--- src/rtl/pac_pkg.sv ---
`default_nettype none

package pac_pkg;

    // command codes
    localparam logic [1:0] CMD_WRITE = 2'd0;
    localparam logic [1:0] CMD_READ  = 2'd1;
    localparam logic [1:0] CMD_EXEC  = 2'd2;

    // instruction opcodes (high nibble of the instruction byte)
    localparam logic [3:0] OP_LDAM = 4'd0;
    localparam logic [3:0] OP_LDBM = 4'd1;
    localparam logic [3:0] OP_STAM = 4'd2;
    localparam logic [3:0] OP_LDAC = 4'd3;
    localparam logic [3:0] OP_LDBC = 4'd4;
    localparam logic [3:0] OP_LDAP = 4'd5;
    localparam logic [3:0] OP_LDAI = 4'd6;
    localparam logic [3:0] OP_LDBI = 4'd7;
    localparam logic [3:0] OP_STAI = 4'd8;
    localparam logic [3:0] OP_BR   = 4'd9;
    localparam logic [3:0] OP_BRZ  = 4'd10;
    localparam logic [3:0] OP_BRN  = 4'd11;
    localparam logic [3:0] OP_RSVD = 4'd12;
    localparam logic [3:0] OP_OPR  = 4'd13;
    localparam logic [3:0] OP_PFIX = 4'd14;
    localparam logic [3:0] OP_NFIX = 4'd15;

    // operations selected by the operand of OPR
    localparam logic [31:0] OPR_BRB = 32'd0;
    localparam logic [31:0] OPR_ADD = 32'd1;
    localparam logic [31:0] OPR_SUB = 32'd2;
    localparam logic [31:0] OPR_SVC = 32'd3;

    // service codes held in A on SVC
    localparam logic [31:0] SVC_EXIT  = 32'd0;
    localparam logic [31:0] SVC_WRITE = 32'd1;
    localparam logic [31:0] SVC_READ  = 32'd2;

    // result status codes
    localparam logic [2:0] ST_DONE    = 3'd0;
    localparam logic [2:0] ST_SERVICE = 3'd1;
    localparam logic [2:0] ST_EXITED  = 3'd2;
    localparam logic [2:0] ST_REFUSED = 3'd3;
    localparam logic [2:0] ST_BAD_OP  = 3'd4;
    localparam logic [2:0] ST_BAD_OPR = 3'd5;

    // negative prefix fill
    localparam logic [31:0] NFIX_FILL = 32'hFFFFFF00;

    typedef struct packed {
        logic [1:0]  command;
        logic [15:0] word_address;
        logic [31:0] write_data;
    } t_in;

    typedef struct packed {
        logic [31:0] read_data;
        logic [31:0] program_counter;
        logic [31:0] accumulator_a;
        logic [31:0] accumulator_b;
        logic [2:0]  status;
    } t_out;

    typedef enum logic [2:0] {
        S_IDLE,
        S_CMD,
        S_CMD_RD,
        S_FETCH,
        S_DECODE,
        S_EXEC,
        S_MEM,
        S_LOAD
    } t_state;

    // source of the word index sent through the wrap unit
    typedef enum logic [1:0] {
        WSEL_CMD,
        WSEL_PC,
        WSEL_DATA
    } t_wsel;

    typedef struct packed {
        logic       load_in;
        logic       wrap_req;
        t_wsel      wrap_sel;
        logic       mem_we;
        logic       wdata_a;
        logic       mem_re;
        logic       decode;
        logic       exec;
        logic       clr_opnd;
        logic       load_reg;
        logic       rd_cap;
        logic       finish;
        logic [2:0] status;
    } t_ctrl;

    typedef struct packed {
        logic       wrap_done;
        logic [3:0] op;
        logic       opr_ok;
        logic       opr_svc;
        logic       a_exit;
        logic       a_io;
    } t_dp_status;

endpackage

`default_nettype wire

--- src/rtl/pac_ctrl.sv ---
`default_nettype none

module pac_ctrl (
    input  wire logic                  i_clk,
    input  wire logic                  i_rst_n,
    input  wire logic                  start,
    input  wire logic [1:0]            i_command,
    input  wire pac_pkg::t_dp_status   i_status,
    output pac_pkg::t_ctrl             o_ctrl,
    output logic                       busy,
    output logic                       o_strobe
);

    pac_pkg::t_state r_state;
    pac_pkg::t_state n_state;
    logic [1:0]      r_cmd;
    logic [1:0]      n_cmd;
    logic            r_halted;
    logic            n_halted;
    logic            r_strobe;

    // state, command, halt and strobe registers
    always_ff @(posedge i_clk) begin
        if (!i_rst_n) begin
            r_state  <= pac_pkg::S_IDLE;
            r_cmd    <= pac_pkg::CMD_WRITE;
            r_halted <= 1'b0;
            r_strobe <= 1'b0;
        end else begin
            r_state  <= n_state;
            r_cmd    <= n_cmd;
            r_halted <= n_halted;
            r_strobe <= o_ctrl.finish;
        end
    end

    // next state and datapath commands
    always_comb begin
        n_state  = r_state;
        n_cmd    = r_cmd;
        n_halted = r_halted;
        o_ctrl   = '0;
        unique case (r_state)
            pac_pkg::S_IDLE: begin
                if (start) begin
                    o_ctrl.load_in = 1'b1;
                    n_cmd          = i_command;
                    unique case (i_command)
                        pac_pkg::CMD_WRITE, pac_pkg::CMD_READ: begin
                            n_state = pac_pkg::S_CMD;
                        end
                        pac_pkg::CMD_EXEC: begin
                            if (r_halted) begin
                                o_ctrl.finish = 1'b1;
                                o_ctrl.status = pac_pkg::ST_REFUSED;
                            end else begin
                                n_state = pac_pkg::S_FETCH;
                            end
                        end
                        default: begin
                            o_ctrl.finish = 1'b1;
                            o_ctrl.status = pac_pkg::ST_DONE;
                        end
                    endcase
                end
            end
            pac_pkg::S_CMD: begin
                o_ctrl.wrap_req = 1'b1;
                o_ctrl.wrap_sel = pac_pkg::WSEL_CMD;
                if (i_status.wrap_done) begin
                    if (r_cmd == pac_pkg::CMD_WRITE) begin
                        o_ctrl.mem_we = 1'b1;
                        o_ctrl.finish = 1'b1;
                        o_ctrl.status = pac_pkg::ST_DONE;
                        n_state       = pac_pkg::S_IDLE;
                    end else begin
                        o_ctrl.mem_re = 1'b1;
                        n_state       = pac_pkg::S_CMD_RD;
                    end
                end
            end
            pac_pkg::S_CMD_RD: begin
                o_ctrl.rd_cap = 1'b1;
                o_ctrl.finish = 1'b1;
                o_ctrl.status = pac_pkg::ST_DONE;
                n_state       = pac_pkg::S_IDLE;
            end
            pac_pkg::S_FETCH: begin
                o_ctrl.wrap_req = 1'b1;
                o_ctrl.wrap_sel = pac_pkg::WSEL_PC;
                if (i_status.wrap_done) begin
                    o_ctrl.mem_re = 1'b1;
                    n_state       = pac_pkg::S_DECODE;
                end
            end
            pac_pkg::S_DECODE: begin
                o_ctrl.decode = 1'b1;
                n_state       = pac_pkg::S_EXEC;
            end
            pac_pkg::S_EXEC: begin
                unique case (i_status.op) inside
                    pac_pkg::OP_LDAM, pac_pkg::OP_LDBM, pac_pkg::OP_STAM,
                    pac_pkg::OP_LDAI, pac_pkg::OP_LDBI, pac_pkg::OP_STAI: begin
                        n_state = pac_pkg::S_MEM;
                    end
                    pac_pkg::OP_OPR: begin
                        o_ctrl.exec   = 1'b1;
                        o_ctrl.finish = 1'b1;
                        n_state       = pac_pkg::S_IDLE;
                        if (!i_status.opr_ok) begin
                            o_ctrl.status = pac_pkg::ST_BAD_OPR;
                            n_halted      = 1'b1;
                        end else if (!i_status.opr_svc) begin
                            o_ctrl.status = pac_pkg::ST_DONE;
                        end else if (i_status.a_exit) begin
                            o_ctrl.status = pac_pkg::ST_EXITED;
                            n_halted      = 1'b1;
                        end else if (i_status.a_io) begin
                            o_ctrl.status = pac_pkg::ST_SERVICE;
                        end else begin
                            o_ctrl.status = pac_pkg::ST_BAD_OPR;
                            n_halted      = 1'b1;
                        end
                    end
                    pac_pkg::OP_LDAC, pac_pkg::OP_LDBC, pac_pkg::OP_LDAP,
                    pac_pkg::OP_BR, pac_pkg::OP_BRZ, pac_pkg::OP_BRN,
                    pac_pkg::OP_PFIX, pac_pkg::OP_NFIX: begin
                        o_ctrl.exec   = 1'b1;
                        o_ctrl.finish = 1'b1;
                        o_ctrl.status = pac_pkg::ST_DONE;
                        n_state       = pac_pkg::S_IDLE;
                    end
                    default: begin
                        // undefined opcode halts
                        o_ctrl.exec   = 1'b1;
                        o_ctrl.finish = 1'b1;
                        o_ctrl.status = pac_pkg::ST_BAD_OP;
                        n_halted      = 1'b1;
                        n_state       = pac_pkg::S_IDLE;
                    end
                endcase
            end
            pac_pkg::S_MEM: begin
                o_ctrl.wrap_req = 1'b1;
                o_ctrl.wrap_sel = pac_pkg::WSEL_DATA;
                if (i_status.wrap_done) begin
                    o_ctrl.clr_opnd = 1'b1;
                    if (i_status.op == pac_pkg::OP_STAM || i_status.op == pac_pkg::OP_STAI)
                    begin
                        o_ctrl.mem_we  = 1'b1;
                        o_ctrl.wdata_a = 1'b1;
                        o_ctrl.finish  = 1'b1;
                        o_ctrl.status  = pac_pkg::ST_DONE;
                        n_state        = pac_pkg::S_IDLE;
                    end else begin
                        o_ctrl.mem_re = 1'b1;
                        n_state       = pac_pkg::S_LOAD;
                    end
                end
            end
            pac_pkg::S_LOAD: begin
                o_ctrl.load_reg = 1'b1;
                o_ctrl.finish   = 1'b1;
                o_ctrl.status   = pac_pkg::ST_DONE;
                n_state         = pac_pkg::S_IDLE;
            end
            default: begin
                n_state = pac_pkg::S_IDLE;
            end
        endcase
    end

    assign busy     = r_state != pac_pkg::S_IDLE;
    assign o_strobe = r_strobe;

endmodule

`default_nettype wire

--- config.mk ---
export PLATFORM = sky130hd
export DESIGN_NAME = pac_ctrl
export DESIGN_NICKNAME = d
export VERILOG_FILES = /design/src/rtl/pac_pkg.sv /design/src/rtl/pac_ctrl.sv
export SDC_FILE = /design/constraint.sdc
export NUM_CORES = 1
export LEC_CHECK = 0
export BUFFER_PORTS_ARGS = -buffer_cell sky130_fd_sc_hd__buf_2
export CAP_MARGIN = 30
export CORE_MARGIN = 1
export CORE_UTILIZATION = 25
export DETAILED_ROUTE_END_ITERATION = 10
export PLACE_DENSITY_LB_ADDON = 0.15
export RECOVER_POWER = 50
export SLEW_MARGIN = 20
export SYNTH_ARGS = -nofsm -noshare
export SYNTH_HDL_FRONTEND = slang
export SYNTH_SLANG_ARGS = --single-unit
--- constraint.sdc ---
create_clock -name i_clk -period 4.4 [get_ports i_clk]
set_clock_uncertainty 0.15 [all_clocks]
set_input_delay 0.88 -clock i_clk [delete_from_list [all_inputs] [get_ports i_clk]]
set_output_delay 0.88 -clock i_clk [all_outputs]
set_load 0.005 [all_outputs]
### After elaboration in Yosys (flattened, before gate mapping)

Cells that the tools add are included.

* reductions and logical operators: 14
* multiplexer cells: 48
* bitwise logic cells: 1
* eq/ne operators: 31

Operator list (number)
* 3-bit two-way mux: 12
* 4-bit equality test (second input constant): 7
* 4-bit two-way mux: 6
* 3-bit case mux with 7 select lines: 1
* 4-bit case mux with 5 select lines: 1
* 1-bit two-way mux: 19
* 4-bit by 3-bit equality test with 1-bit output (second input constant): 4
* 14-bit OR reduction: 1
* 3-bit equality test (second input constant): 4
* 4-bit case mux with 3 select lines: 1
* 3-bit case mux with 3 select lines: 1
* 4-bit by 2-bit equality test with 1-bit output (second input constant): 2
* 2-bit != test (second input constant): 4
* 4-bit case mux with 2 select lines: 1
* 8-bit OR reduction: 1
* 3-bit by 2-bit equality test with 1-bit output (second input constant): 2
* 3-bit != test (second input constant): 2
* 3-bit case mux with 2 select lines: 1
* 6-bit AND reduction: 1
* 6-bit OR reduction: 1
* 4-bit by 1-bit equality test with 1-bit output (second input constant): 1
* 2-bit zero test: 2
* 4-bit zero test: 1
* 2-bit two-way mux: 2
* 14 further kinds: 16

* bits in registers: 7
* word-level logic and storage cells: 98
* output and inout port bits: 18
* input port bits: 14

### Depth between registers and ports, before layout

* depth in word-level cells: 6
* gate-level depth with buffers: 6
* gate-level depth less buffers: 5

### Worst setup path before layout

Ideal clock, no wire load.

* path kind: input-to-output
* from: input i_status[7] in the netlist's numbering
* to: output o_ctrl[3] in the netlist's numbering
* buffers on the path: 0
* data arrival time: 1.497 ns
* required time: 3.370 ns
* setup slack: 1.873 ns
* stages: 4
* cell sequence: xor2_1 -> and3_1 -> o21ai_2 -> nand2_1

RTL lines
* from (decl): line pac_ctrl.sv:8 `input wire pac_pkg::t_dp_status i_status,`
* to (decl): line pac_ctrl.sv:9 `output pac_pkg::t_ctrl o_ctrl,`

==> impl_metrics.py <==
metrics = {
    "floorplan": {
        "floorplan.io_pins": 32,
        "design.core.area_mm2": 0.00230,
        "die_area_mm2": 0.00274,
        "chipWidth_um": 52.3,
        "initial_utilization_pct": 27.6,
        "die_height_um": 52.3,
        "num_rows": 17,
    },
    "final_layout": {
        "instances_no_fill": 150,
        "antenna_cells": 0,
        "area_growth_syn_to_layout_pct": 28.7,
        "layout.nets": 137,
        "drive_gt1_share_pct": 24.6,
    },
    "clocking": {
        "number_of_buffers_inserted_during_clock_tree_synthesis": 3,
        "cts.hold.buffers_added": 0,
        "cts_root_buffer": "clkbuf_4",
        "clock_tree.htree_level_count": 1,
        "post_cts_sizing": 0,
        "clock_path_buffers": 2,
        "postCtsSetupRepairBufs": 0,
        "insertion_delay_ns": 0.25,
        "tritoncts": "yes",
        "numClockSinks": 7,
        "clk_pin_slew_worst_paths_ns": 0.06,
    },
    "pwr": {
        "power_density_mw_per_mm2": 319,
        "power_frac_comb_pct": 41.9,
        "worst_ir_drop_vdd_v": 0.000141,
        "internal_dissipation_mw": 0.157,
        "leakage_nw": 0.417,
        "swShare_pct": 39.5,
        "power.share.clock_pct": 24.3,
        "sequential_share_of_power_pct": 33.8,
        "power_switching_mw": 0.103,
    },
    "global_routing": {
        "groute.layer.met3.usage_pct": 2.61,
        "use_met1_pct": 18.5,
        "grt_overflow_total": 0,
        "first_global_vias": 688,
        "grt_max_degree": 15,
        "grt_first_pass_wirelength_mm": 3.02,
        "use_met2_pct": 24.5,
        "grt_antenna_before_repair": 0,
        "global_route_layer_with_the_greatest_usage": "met2",
        "globalRouteTotalUtil_pct": 14.8,
    },
    "routing": {
        "number_of_routed_nets_with_antenna_violations": 0,
        "drc": 0,
        "drt-pass1-iter-count": 4,
        "route.vias.total": 774,
        "totalWireLength_mm": 1.88,
        "routedWlPerCell_um": 12.5,
        "avgViaCountPerCell": 5.16,
        "drt_iter0_markers": 16,
    },
    "yosys": {
        "synth_cell_types": 33,
        "synth_enable_flop_cells": 0,
        "ys_ff_latch": 7,
        "synthesis.nets": 104,
        "synth.top_cell.area_share_pct": 22.1,
        "postSynth.asyncResetShare_pct": 0,
        "synthesis.area_per_instance_um2": 7.03,
        "post_synth_inst_count": 90,
        "synth-seq-area-share_pct": 22.1,
        "netlist.top_cell.by_area": "dfxtp_1",
        "synthesis.yosys.warnings": 0,
        "syn-cell-area_um2": 633,
        "synth_ff_type": "dfxtp_1",
        "synth.top_cells.by_area": "dfxtp_1, o21ai_0, nor2_1",
    },
    "sta": {
        "fmaxAchievable_mhz": 336,
        "min_period_over_period_pct": 67.7,
        "hold_viol_final": 0,
        "period_needed_ns": 2.98,
        "timing.final.setup_violations": 0,
        "slew_violations": 0,
        "max_slew_margin_pct": 71.5,
        "setup-tns-final_ns": 0,
        "grt_setup_unrepaired": "false",
        "tightest_pin_transition_ns": 0.426,
    },
    "worst_setup_path": {
        "timing.setup.critical_path_class": "input port to output port",
        "setup.worst_path.start_class": "input port",
        "startpoint": "i_status[5]",
        "worstPathMaxFanout": 6,
        "timing.critical_path.arrival_ns": 1.95,
        "critical_path_required_ns": 3.37,
        "rr_startpoint": "r_state[2]",
        "timing.reg2reg.setup_slack_ns": 2.73,
        "crit_path_end_kind": "output port",
    },
    "status": {
        "status": "finished, final reports clean",
    },
    "place": {
        "buffer_ports.inserted": 31,
        "gp_congestion": 0.783,
        "dp.cells": 146,
        "place.detailed.hpwl_mm": 1.45,
    },
    "hold_path": {
        "min-delay-path-class": "flip-flop to flip-flop",
        "holdCritStartpoint": "r_halted",
    },
    "flow_run": {
        "maxCapViolCount": 0,
    },
}
## flip-flops by register name (all words and copies together), names as in the netlist
name and count:
r_state 3, r_halted 1, o_strobe 1, r_cmd 2
## layer usage
layer | wire, µm | vias up
li1 | - | 394
met4 | 19 | 0
met1 | 882 | 350
met3 | 92 | 2
met5 | 0 | -
met2 | 886 | 28
## layout by cell type, fill, tap and decap left out, types with 3 or more instances in the layout
master	count
clkbuf_4	3
a31oi_1	3
clkbuf_1	4
nand2_1	5
a21boi_0	3
nor3_1	3
or3_1	3
o21ai_0	10
dfxtp_1	7
and3_1	3
nand3_1	3
a21oi_1	5
buf_2	25
inv_1	7
nor2_1	10
## power groups by stage
stage / sequential, mW / combinational [mW] / clock (mW)
after global routing: 0.0892 / 0.122 / 0.0694
after floorplan: 0.0809 / 0.0804 / 0
after CTS: 0.0878 / 0.115 / 0.0638
final: 0.0877 / 0.109 / 0.0631
after global placement: 0.0892 / 0.113 / 0
after detailed placement: 0.0891 / 0.113 / 0
## worst max-delay path, stage by stage
cell,delay (ns)
clkbuf_1,0.15
xor2_1,0.39
and3_1,0.21
o21ai_0,0.13
nand2_1,0.08
buf_2,0.10
## stage by stage
stage          cell area (µm²)  power, mW  setup WS (ns)  hold slack [ns]  utilization, %
2_1_floorplan              633      0.161           1.87            0.328               -
4_1_cts                    828      0.266           1.51            0.374            36.1
5_1_grt                    815      0.281           1.29            0.414            35.5
3_5_place_dp               802      0.202           1.52            0.359            34.9
6_report                   815      0.260           1.42            0.370            35.5
3_3_place_gp               802      0.202           1.50            0.349            34.9
## synthesized netlist by cell type (3+ instances only)
| cell | number |
|---|---|
| nor2_1 | 10 |
| inv_1 | 7 |
| a21oi_1 | 5 |
| nand2_1 | 5 |
| nand3_1 | 3 |
| nor3_1 | 3 |
| dfxtp_1 | 7 |
| o21ai_0 | 9 |
| a21boi_0 | 3 |
| and3_1 | 3 |
| a31oi_1 | 3 |
## cells by family after synthesis
kind of cell | Yosys count | synth area share [%]
and+or+nand+nor | 39 | 33.6
AOI/OAI and AO/OA | 31 | 32.2
buffers and inverters | 10 | 7.51
DFF | 7 | 22.1
muxes | 2 | 3.16
xor gates and xnor gates | 1 | 1.38
## path summary, 6_finish.rpt
kind	endpoint	cells after the start
worst max-delay path	o_ctrl[3]	6
worst min-delay path	r_halted	1
worst max register to register	o_strobe	4
worst min register to register	r_halted	1
## area by class of cell
cell class / instances / area, µm²
fillers: 282 / 1480
multi-input cells: 73 / 437
repair buffers: 31 / 150
flip-flops and latches: 7 / 140
well taps: 28 / 35.0
clock buffers: 4 / 26.3
inverters: 7 / 26.3
Power figures use the tool's default switching activity.
